[config.mk]
export PLATFORM = sky130hd
export DESIGN_NAME = multilevel_priority_ready_queue
export DESIGN_NICKNAME = d
export VERILOG_FILES = /design/src/rtl/mlpq_pkg.sv /design/src/rtl/multilevel_priority_ready_queue.sv
export SDC_FILE = /design/constraint.sdc
export NUM_CORES = 1
export LEC_CHECK = 0
export BUFFER_PORTS_ARGS = -buffer_cell sky130_fd_sc_hd__buf_2
export CAP_MARGIN = 20
export CORE_MARGIN = 3
export CORE_UTILIZATION = 50
export CTS_BUF_LIST = sky130_fd_sc_hd__clkbuf_16
export CTS_CLUSTER_DIAMETER = 80
export DETAILED_ROUTE_END_ITERATION = 8
export PLACE_DENSITY = 0.65
export SYNTH_ARGS = -nofsm -noshare
export SYNTH_HDL_FRONTEND = slang
export SYNTH_SLANG_ARGS = --single-unit
export TNS_END_PERCENT = 10
[constraint.sdc]
create_clock -name clk -period 8.25 [get_ports clk]
set_clock_uncertainty 0.2 [all_clocks]
set_input_delay 0 -clock clk [delete_from_list [all_inputs] [get_ports clk]]
set_output_delay 0 -clock clk [all_outputs]
set_load 0.01 [all_outputs]
[src/rtl/mlpq_pkg.sv]
// ----------------------------------------------------------------------------
// mlpq_pkg: shared types and constants of the multilevel priority ready queue
// Request and response structures, operation codes and pointer widths.
// ----------------------------------------------------------------------------
package mlpq_pkg;

  localparam int TASKS_DEF  = 64;
  localparam int LEVELS_DEF = 32;

  localparam int FUNC_W = 2;
  localparam int ID_W   = 6;
  localparam int PRIO_W = 5;
  localparam int PTR_W  = 7;
  localparam int CNT_W  = 7;

  localparam logic [PTR_W-1:0] NONE_ID = 7'd127;

  localparam logic [FUNC_W-1:0] FUNC_ADD     = 2'd0;
  localparam logic [FUNC_W-1:0] FUNC_POP     = 2'd1;
  localparam logic [FUNC_W-1:0] FUNC_REQUEUE = 2'd2;

  typedef struct packed {
    logic [FUNC_W-1:0] func;
    logic [ID_W-1:0]   task_id;
    logic [PRIO_W-1:0] priority_req;
  } req_t;

  typedef struct packed {
    logic [ID_W-1:0]  popped_id;
    logic             popped_valid;
    logic             empty_error;
    logic [CNT_W-1:0] queued_count;
  } rsp_t;

endpackage

[src/rtl/multilevel_priority_ready_queue.sv]
// ----------------------------------------------------------------------------
// multilevel_priority_ready_queue: FIFO of task ids per priority level
// Each level is a linked list kept in a level memory (head and tail) and a
// next-pointer memory, with a presence bitmap that selects the top level.
// ----------------------------------------------------------------------------
// A request is taken when start is high and busy is low; its single response
// appears on out_rsp for one cycle with out_strobe, in the first cycle in
// which busy is low again, and must be taken then. An add runs through ST_ADD,
// a pop through ST_POP1 and ST_POP2, an add-then-pop through ST_ADD, ST_POP0,
// ST_POP1 and ST_POP2; a pop of an empty queue, an unused code or an add of an
// out-of-range id answers from idle. The states follow from the registered
// reads of both memories: a pop reads the level entry, then its head's next
// pointer, before writing back. The bitmap marks which level entries hold data.
module multilevel_priority_ready_queue #(
  parameter int TASKS  = mlpq_pkg::TASKS_DEF,
  parameter int LEVELS = mlpq_pkg::LEVELS_DEF
) (
  input  logic           clk,
  input  logic           rst_n,
  input  logic           start,
  output logic           busy,
  input  mlpq_pkg::req_t in_req,
  output logic           out_strobe,
  output mlpq_pkg::rsp_t out_rsp
);

  localparam int NEXT_DEPTH = (TASKS < 64) ? TASKS : 64;
  localparam int NIDX_W     = $clog2(NEXT_DEPTH);
  localparam int LVL_DEPTH  = (LEVELS < 32) ? LEVELS : 32;
  localparam int LVL_W      = $clog2(LVL_DEPTH);

  localparam logic [2:0] ST_IDLE = 3'd0;
  localparam logic [2:0] ST_ADD  = 3'd1;
  localparam logic [2:0] ST_POP0 = 3'd2;
  localparam logic [2:0] ST_POP1 = 3'd3;
  localparam logic [2:0] ST_POP2 = 3'd4;

  typedef struct packed {
    logic [mlpq_pkg::PTR_W-1:0] head;
    logic [mlpq_pkg::PTR_W-1:0] tail;
  } lvl_ent_t;

  function automatic logic [LVL_W-1:0] sat_level(input logic [mlpq_pkg::PRIO_W-1:0] p);
    logic [LVL_W-1:0] r;
    if (32'(p) >= LVL_DEPTH) begin
      r = LVL_W'(LVL_DEPTH - 1);
    end else begin
      r = LVL_W'(p);
    end
    return r;
  endfunction

  function automatic logic [LVL_W-1:0] top_level(input logic [LVL_DEPTH-1:0] m);
    logic [LVL_W-1:0] r;
    r = '0;
    for (int i = 0; i < LVL_DEPTH; i++) begin
      if (m[i]) begin
        r = LVL_W'(i);
      end
    end
    return r;
  endfunction

  lvl_ent_t                   lvl_mem [LVL_DEPTH];
  logic [mlpq_pkg::PTR_W-1:0] next_mem [NEXT_DEPTH];

  logic [2:0]                 state_r, state_nxt;
  logic [LVL_DEPTH-1:0]       present_r, present_nxt;
  logic [mlpq_pkg::CNT_W-1:0] count_r, count_nxt;
  mlpq_pkg::req_t             req_r, req_nxt;
  logic [LVL_W-1:0]           pop_lvl_r, pop_lvl_nxt;
  logic                       out_strobe_r, out_strobe_nxt;
  mlpq_pkg::rsp_t             out_rsp_r, out_rsp_nxt;

  lvl_ent_t                   lm_rdata_r;
  logic [mlpq_pkg::PTR_W-1:0] nm_rdata_r;

  logic                       lm_re, lm_we;
  logic [LVL_W-1:0]           lm_raddr, lm_waddr;
  lvl_ent_t                   lm_wdata;
  logic                       nm_re, nm_we;
  logic [NIDX_W-1:0]          nm_raddr, nm_waddr;
  logic [mlpq_pkg::PTR_W-1:0] nm_wdata;

  logic [LVL_W-1:0]           top_lvl;
  logic [LVL_W-1:0]           add_lvl;
  logic                       in_is_add, in_is_pop, in_id_ok;

  assign top_lvl   = top_level(present_r);
  assign add_lvl   = sat_level(req_r.priority_req);
  assign in_is_add = (in_req.func == mlpq_pkg::FUNC_ADD) ||
                     (in_req.func == mlpq_pkg::FUNC_REQUEUE);
  assign in_is_pop = (in_req.func == mlpq_pkg::FUNC_POP) ||
                     (in_req.func == mlpq_pkg::FUNC_REQUEUE);
  assign in_id_ok  = (32'(in_req.task_id) < TASKS);

  always_comb begin
    state_nxt      = state_r;
    present_nxt    = present_r;
    count_nxt      = count_r;
    req_nxt        = req_r;
    pop_lvl_nxt    = pop_lvl_r;
    out_strobe_nxt = 1'b0;
    out_rsp_nxt    = out_rsp_r;
    lm_re          = 1'b0;
    lm_raddr       = top_lvl;
    lm_we          = 1'b0;
    lm_waddr       = add_lvl;
    lm_wdata       = lm_rdata_r;
    nm_re          = 1'b0;
    nm_raddr       = NIDX_W'(lm_rdata_r.head);
    nm_we          = 1'b0;
    nm_waddr       = NIDX_W'(in_req.task_id);
    nm_wdata       = mlpq_pkg::NONE_ID;
    unique case (state_r)
      ST_IDLE: begin
        if (start) begin
          req_nxt                  = in_req;
          out_rsp_nxt              = '0;
          out_rsp_nxt.queued_count = count_r;
          priority if (in_is_add && in_id_ok) begin
            nm_we     = 1'b1;
            lm_re     = 1'b1;
            lm_raddr  = sat_level(in_req.priority_req);
            state_nxt = ST_ADD;
          end else if (in_is_pop && (present_r != '0)) begin
            lm_re       = 1'b1;
            pop_lvl_nxt = top_lvl;
            state_nxt   = ST_POP1;
          end else begin
            out_strobe_nxt          = 1'b1;
            out_rsp_nxt.empty_error = in_is_pop;
          end
        end
      end
      ST_ADD: begin
        lm_we = 1'b1;
        if (present_r[add_lvl]) begin
          nm_we         = 1'b1;
          nm_waddr      = NIDX_W'(lm_rdata_r.tail);
          nm_wdata      = mlpq_pkg::PTR_W'(req_r.task_id);
          lm_wdata.head = lm_rdata_r.head;
        end else begin
          lm_wdata.head = mlpq_pkg::PTR_W'(req_r.task_id);
        end
        lm_wdata.tail        = mlpq_pkg::PTR_W'(req_r.task_id);
        present_nxt[add_lvl] = 1'b1;
        count_nxt            = count_r + mlpq_pkg::CNT_W'(1);
        if (req_r.func == mlpq_pkg::FUNC_REQUEUE) begin
          state_nxt = ST_POP0;
        end else begin
          state_nxt                = ST_IDLE;
          out_strobe_nxt           = 1'b1;
          out_rsp_nxt              = '0;
          out_rsp_nxt.queued_count = count_nxt;
        end
      end
      ST_POP0: begin
        lm_re       = 1'b1;
        pop_lvl_nxt = top_lvl;
        state_nxt   = ST_POP1;
      end
      ST_POP1: begin
        nm_re     = 1'b1;
        state_nxt = ST_POP2;
      end
      ST_POP2: begin
        lm_we    = 1'b1;
        lm_waddr = pop_lvl_r;
        if (nm_rdata_r == mlpq_pkg::NONE_ID) begin
          lm_wdata.head          = mlpq_pkg::NONE_ID;
          lm_wdata.tail          = mlpq_pkg::NONE_ID;
          present_nxt[pop_lvl_r] = 1'b0;
        end else begin
          lm_wdata.head = nm_rdata_r;
          lm_wdata.tail = lm_rdata_r.tail;
        end
        count_nxt                = count_r - mlpq_pkg::CNT_W'(1);
        state_nxt                = ST_IDLE;
        out_strobe_nxt           = 1'b1;
        out_rsp_nxt.popped_id    = lm_rdata_r.head[mlpq_pkg::ID_W-1:0];
        out_rsp_nxt.popped_valid = 1'b1;
        out_rsp_nxt.empty_error  = 1'b0;
        out_rsp_nxt.queued_count = count_nxt;
      end
      default: begin
        state_nxt = ST_IDLE;
      end
    endcase
  end

  always_ff @(posedge clk) begin
    if (lm_we) begin
      lvl_mem[lm_waddr] <= lm_wdata;
    end
    if (lm_re) begin
      lm_rdata_r <= lvl_mem[lm_raddr];
    end
  end

  always_ff @(posedge clk) begin
    if (nm_we) begin
      next_mem[nm_waddr] <= nm_wdata;
    end
    if (nm_re) begin
      nm_rdata_r <= next_mem[nm_raddr];
    end
  end

  always_ff @(posedge clk) begin
    if (!rst_n) begin
      state_r      <= ST_IDLE;
      present_r    <= '0;
      count_r      <= '0;
      out_strobe_r <= 1'b0;
    end else begin
      state_r      <= state_nxt;
      present_r    <= present_nxt;
      count_r      <= count_nxt;
      out_strobe_r <= out_strobe_nxt;
    end
  end

  always_ff @(posedge clk) begin
    req_r     <= req_nxt;
    pop_lvl_r <= pop_lvl_nxt;
    out_rsp_r <= out_rsp_nxt;
  end

  assign busy       = (state_r != ST_IDLE);
  assign out_strobe = out_strobe_r;
  assign out_rsp    = out_rsp_r;

endmodule

==> impl_metrics.json, run 1 <==
{
  "outcome": "completed",
  "p_sw_frac": 0.257,
  "cts_tree": "done",
  "power_uw": 11200,
  "placed_area_sq_mm": 0.0384,
  "end_kind": "flop",
  "final_nets": 2171,
  "initial_core_util": 0.507,
  "hold_class": "primary input to flop",
  "core_sq_mm": 0.0732,
  "area_growth_syn_to_layout_pct": 12.2,
  "rrSetupSlack_ps": 3270,
  "hold_start": "in_req[9]",
  "synth.avg_cell_area_sq_um": 18.1,
  "core.rowCount": 99,
  "max_freq_ghz": 0.201,
  "vdd_drop_max_mv": 0.190,
  "clk_pin_slew_ps": 60,
  "clockRootBuffer": "clkbuf_16",
  "ioPinCount": 33,
  "grt_pass1_wl_um": 131000,
  "ys.flop_type": "edfxtp_1",
  "highest_layer": "met4",
  "reg2regPathDepth": 9,
  "cts_buffer_depth": 3,
  "antenna_found_initial": 4,
  "met2_length_um": 40300,
  "p_int_uw": 8310,
  "vias_per_cell": 6.24,
  "multi_input_area_sq_mm": 0.00923,
  "crit_required_ps": 8260,
  "setup_tns_ps": 0,
  "numCtsBuffers": 91,
  "wire_per_inst_um": 28.0,
  "port_buffers": 32,
  "synth_seq_cells": 927,
  "startpoint_type": "flop",
  "seq_area_sq_mm": 0.0274,
  "path_cells": "mux4_2 -> nor2b_1 -> a21oi_1 -> nand4_1 -> and2_1 -> inv_2 -> o21ai_1 -> a222oi_1 -> inv_1",
  "fin_cells": 3185,
  "rsz0062_at_grt": "false",
  "r2r-end": "lvl_mem[17][9]$_DFFE_PP_",
  "die_y_um": 279,
  "path_class": "flop to flop",
  "syn_inst": 2056,
  "fin_crit_ps": 4980,
  "whs_path_depth": 2,
  "hold_viol_final": 0,
  "pwr-share-comb": 0.141,
  "die_area_sq_mm": 0.0776,
  "synthesis.area_sq_mm": 0.0371,
  "relSlewSlack": 0.256,
  "drtPass1Iterations": 6,
  "antenna_left": 0,
  "power_frac_clock": 0.366,
  "fin_area_sq_mm": 0.0417,
  "min_delay_worst_endpoint": "req_r[9]$_DFFE_PP_",
  "setup_viol": 0,
  "gp_congestion": 0.925,
  "drive_above_1_share": 0.185,
  "crit_path_max_incr_delay_ps": 810,
  "synth-edff-count": 884,
  "routed_wl_um": 89200,
  "wl_met3_um": 8560,
  "crit_start": "add_lvl[0]$_DFFE_PP_",
  "switchingPower_uw": 2870,
  "cp_slowest_cell": "edfxtp_1",
  "htreeDepth": 3,
  "gr-usage-all-layers": 0.231,
  "async_flop_share": 0,
  "drt_iter0_drc": 2370,
  "met1_length_um": 38200,
  "powerDensity_mw_per_mm2": 268,
  "critPathMaxFanout": 32,
  "insertion_delay_ps": 660,
  "fin_crit_sh": 0.604,
  "vias": 19878,
  "synth_nets": 2076,
  "sequentialPowerShare": 0.493,
  "die_w_um": 279,
  "ys_warn_count": 0,
  "drc": 0,
  "grt_overflow": 0,
  "crit_arrival_ps": 4990,
  "placed_cells": 2988,
  "grt_max_degree": 115,
  "ys_types": 65,
  "dp_hpwl_um": 54700,
  "grt_pass1_vias": 19442,
  "slew_violations": 0,
  "maxCapViolCount": 0,
  "worstMarginPinSlew_ps": 1110,
  "reg2reg_from": "add_lvl[0]$_DFFE_PP_",
  "leakage_uw": 0.0116,
  "clock-sinks": 927,
  "ys_seq_area_frac": 0.738,
  "fill_cells": 5432
}
==> critical path: cells and delay by family, from the launching register on <==
family          cells  cell delay (ps)
compound gates      3             1000
buf+inv             2             1050
flops               1              810
mux                 1              590
simple gates        3              850
==> state kept, by name, summed over array words and instances, names as in the netlist <==
signal and cells:
req_r 8, lvl_mem 384, state_r 3, pop_lvl_r 5
add_lvl 5, present_r 32, nm_rdata_r 7, lm_rdata_r 12
out_strobe 1, out_rsp 15, count_r 7, next_mem 448
==> worst max-delay path by stage <==
stage,cells past startpoint,slack (ps),endpoint
5_1_grt,9,2880,lvl_mem[17][9]$_DFFE_PP_
4_1_cts,9,2710,lvl_mem[6][8]$_DFFE_PP_
2_1_floorplan,12,4190,lvl_mem[0][10]$_DFFE_PP_
3_5_place_dp,9,2760,lvl_mem[7][8]$_DFFE_PP_
6_report,9,3270,lvl_mem[17][9]$_DFFE_PP_
3_3_place_gp,9,2980,lvl_mem[12][9]$_DFFE_PP_
==> synth_stat cells, types with 20 or more instances <==
cell type / n / area share
edfxtp_1: 884 / 0.71
nor2_1: 141 / 0.014
nand3_1: 26 / 0.0035
nor3_1: 27 / 0.0036
o22ai_1: 66 / 0.011
nor4_1: 20 / 0.0034
inv_1: 21 / 0.0021
nand2b_1: 20 / 0.0034
buf_2: 36 / 0.0049
mux4_2: 163 / 0.099
and2_1: 30 / 0.0051
clkbuf_1: 45 / 0.0045
o21ai_0: 58 / 0.0078
dfxtp_1: 43 / 0.023
nand2_1: 113 / 0.011
mux2i_1: 186 / 0.050
==> layout by cell type, fill, tap and decap left out, drive strengths merged, types with 3 or more instances in the layout <==
| master | Yosys | final |
|---|---|---|
| a211oi | 3 | 3 |
| a21boi | 16 | 16 |
| a21oi | 12 | 12 |
| a222oi | 6 | 6 |
| a32oi | 14 | 14 |
| a41oi | 3 | 3 |
| and2 | 30 | 30 |
| and3 | 9 | 9 |
| buf | 53 | 72 |
| bufinv | 0 | 10 |
| clkbuf | 45 | 92 |
| clkinv | 0 | 51 |
| dfxtp | 43 | 43 |
| dlygate4sd3 | 0 | 27 |
| edfxtp | 884 | 884 |
| ha | 4 | 4 |
| inv | 21 | 34 |
| mux2i | 190 | 190 |
| mux4 | 163 | 163 |
| nand2 | 115 | 115 |
| nand2b | 20 | 20 |
| nand3 | 26 | 26 |
| nand3b | 4 | 4 |
| nand4 | 10 | 10 |
| nor2 | 141 | 141 |
| nor2b | 12 | 12 |
| nor3 | 27 | 27 |
| nor4 | 20 | 20 |
| o211ai | 4 | 4 |
| o21ai | 60 | 60 |
| o21bai | 3 | 3 |
| o22ai | 66 | 66 |
| o32ai | 3 | 3 |
| or2 | 6 | 6 |
| or3 | 7 | 7 |
| xnor2 | 3 | 3 |
| xor2 | 3 | 3 |
==> logic make-up (layout without fill, tap and decap cells) <==
logic type / Yosys count / count (layout) / synth area share
flip-flops: 927 / 927 / 0.738
AND/OR/NAND/NOR: 434 / 434 / 0.0547
AO/OA/AOI/OAI: 211 / 211 / 0.0377
multiplexers: 355 / 355 / 0.152
adder cells (fa/ha/maj): 4 / 4 / 0.00135
XOR/XNOR: 6 / 6 / 0.00142
other: 0 / 1 / 0
buffers and inverters: 119 / 288 / 0.0152
==> routing by layer <==
layer,up-vias,track usage
li1,8476,-
met2,950,0.343
met3,134,0.0592
met1,10318,0.344
met4,0,0.0667
met5,-,0
==> metrics by stage <==
step / utilization / setup slack (ps) / hold WS, ps
5_1_grt: 0.569 / 2880 / 41.6
2_1_floorplan: - / 4190 / -101
4_1_cts: 0.569 / 2710 / 7.32
6_report: 0.569 / 3270 / 45.5
3_5_place_dp: 0.525 / 2760 / -1.21
3_3_place_gp: 0.524 / 2980 / 3.45
==> area by class of cell <==
cell class / count / area share
clock buffer: 91 / 0.0546
multi-input combinational: 1010 / 0.222
antenna: 1 / 0.0000600
timing repair buffer: 100 / 0.0187
inverter: 21 / 0.00189
clock inverter: 76 / 0.0168
sequential: 927 / 0.658
tap: 959 / 0.0288
==> power by group through the flow <==
stage | Combinational, uW | Sequential, uW | Clock (uW)
global route | 1680 | 5510 | 4360
detailed placement | 1560 | 5600 | 0
CTS | 1580 | 5500 | 4170
finish | 1580 | 5510 | 4090
floorplan | 1050 | 5560 | 0
global placement | 1530 | 5600 | 0
==> timing repair <==
action / 4_1_cts / 5_1_grt
hold buffers: 27 / 0
setup buffers: 0 / 0
endpoints found under the setup margin: 0 / 0
endpoints found under the hold margin: 91 / 0
resized for setup: 0 / 0
Note: power is estimated with default switching activity, not from simulation.
==> run 2, diff against run 1 <==
Clock period 8.25 ns to 5.1 ns, I/O delays scaled along.
==> impl_metrics.json, run 2 (synthesized netlist as in run 1, its figures left out) <==
{
  "dp_slack_ps": 647,
  "gr-usage-all-layers": 0.232,
  "grt_max_degree": 115,
  "pwr-share-comb": 0.147,
  "worstMarginPinSlew_ps": 1040,
  "antenna_found_initial": 2,
  "drc": 0,
  "final_cell_mix": "edfxtp_1 (884), mux2i_1 (186), mux4_2 (163)",
  "vias": 19932,
  "die_area_sq_mm": 0.0776,
  "p_sw_frac": 0.255,
  "crit_start": "present_r[4]$_SDFFE_PN0P_",
  "port_buffers": 32,
  "core_sq_mm": 0.0732,
  "rsz0062_at_grt": "false",
  "hold_start": "in_req[6]",
  "grt_pass1_vias": 19778,
  "final_common_cell": "edfxtp_1",
  "fill_cells": 5353,
  "path_class": "flop to flop",
  "layout_setup_ws_ps": 530,
  "setup_viol": 0,
  "max_freq_ghz": 0.219,
  "clockRootBuffer": "clkbuf_16",
  "placed_cells": 3053,
  "core.rowCount": 99,
  "power_frac_clock": 0.363,
  "initial_core_util": 0.507,
  "wire_per_inst_um": 27.5,
  "insertion_delay_ps": 640,
  "setup_tns_ps": 0,
  "vdd_drop_max_mv": 0.272,
  "dp_hpwl_um": 57500,
  "ioPinCount": 33,
  "drive_above_1_share": 0.201,
  "hold_class": "primary input to flop",
  "gp_congestion": 0.927,
  "startpoint_type": "flop",
  "fin_crit_sh": 0.896,
  "maxCapViolCount": 0,
  "cts_tree": "done",
  "fin_cells": 3246,
  "drt_iter0_drc": 2518,
  "grt_overflow": 0,
  "area_growth_syn_to_layout_pct": 13.7,
  "crit_required_ps": 5240,
  "vias_per_cell": 6.14,
  "p_int_uw": 13600,
  "sequentialPowerShare": 0.490,
  "crit_arrival_ps": 4710,
  "numCtsBuffers": 90,
  "post_cts_buffers": 0,
  "fin_crit_ps": 4570,
  "power_uw": 18200,
  "largest_reg_flops": 448,
  "drtPass1Iterations": 9,
  "post_cts_resize_count": 0,
  "grt_pass1_wl_um": 133000,
  "routed_wl_um": 89400,
  "hold_viol_final": 0,
  "top_register": "next_mem",
  "switchingPower_uw": 4640,
  "leakage_uw": 0.0120,
  "critPathMaxFanout": 24,
  "antenna_left": 0,
  "die_y_um": 279,
  "htreeDepth": 3,
  "reg2reg_from": "present_r[4]$_SDFFE_PN0P_",
  "clk_pin_slew_ps": 60,
  "final_nets": 2235,
  "powerDensity_mw_per_mm2": 431,
  "outcome": "completed",
  "fin_util": 0.577,
  "end_kind": "flop",
  "reg.largest.list": "next_mem x448, lvl_mem x384, present_r x32",
  "clock-sinks": 927,
  "relSlewSlack": 0.305,
  "antenna_cells": 0,
  "slew_violations": 0,
  "die_w_um": 279,
  "cts_buffer_depth": 3
}
-- run 2: changes by cell type in the layout (fill, tap and decap cells not counted), sizes merged --
cell | before | now
clkinv | 51 | 37
clkinvlp | 2 | 7
clkbuf | 92 | 91
inv | 34 | 39
diode | 1 | 0
bufinv | 10 | 11
buf | 72 | 141
dlygate4sd3 | 27 | 24
-- run 2: timing repair --
item / 4_1_cts / 5_1_grt
hold endpoints to repair: 79 / 0
setup endpoints to repair: 0 / 0
hold buffers: 24 / 0
-- run 2: worst paths after layout --
path	to	slack [ps]	depth (start not counted)
max	lm_rdata_r[10]$_DFFE_PP_	530	10
min	req_r[6]$_DFFE_PP_	30	2
max reg2reg	lm_rdata_r[10]$_DFFE_PP_	530	10
min reg2reg	present_r[0]$_SDFFE_PN0P_	330	2
-- run 2: power groups by stage --
stage	combinational (uW)	clock [uW]	sequential (uW)
2_1_floorplan	1700	0	9000
3_3_place_gp	2550	0	9100
3_5_place_dp	2650	0	9090
4_1_cts	2670	6690	8930
5_1_grt	2840	7010	8930
6_report	2680	6600	8920
-- run 2: per-stage QoR --
step	area [sq um]	hold WS (ps)
2_1_floorplan	37100	-101
3_3_place_gp	38900	26.4
3_5_place_dp	39000	22.0
4_1_cts	42100	1.67
5_1_grt	42200	24.7
6_report	42200	31.2
-- run 2: layout make-up --
type                    count  area, sq um  area share
flip-flops and latches    927        27400       0.649
clock inverters            73          667      0.0158
inverters                  21         78.8     0.00187
multi-input cells        1010         9180       0.218
repair buffers            165         1400      0.0331
clock buffers              91         2280      0.0540
well taps                 959         1200      0.0284
-- run 2: worst max-delay path, cell delays in order (launching register included) --
cell     delay [ps]
dfxtp_1         380
nor4_1          520
and2b_1         260
nor3b_1         200
o21ai_1         200
mux2_2          640
nand2_1         350
buf_4           260
o22ai_1         180
nor4_1          890
nand3_1         180
-- run 2: layer usage --
metal | vias up | share of wire | global-route usage
met3 | 102 | 0.089 | 0.0460
li1 | 8585 | - | -
met4 | 2 | 0.017 | 0.0540
met1 | 10302 | 0.44 | 0.351
met5 | - | 0.00015 | 0
met2 | 941 | 0.46 | 0.352
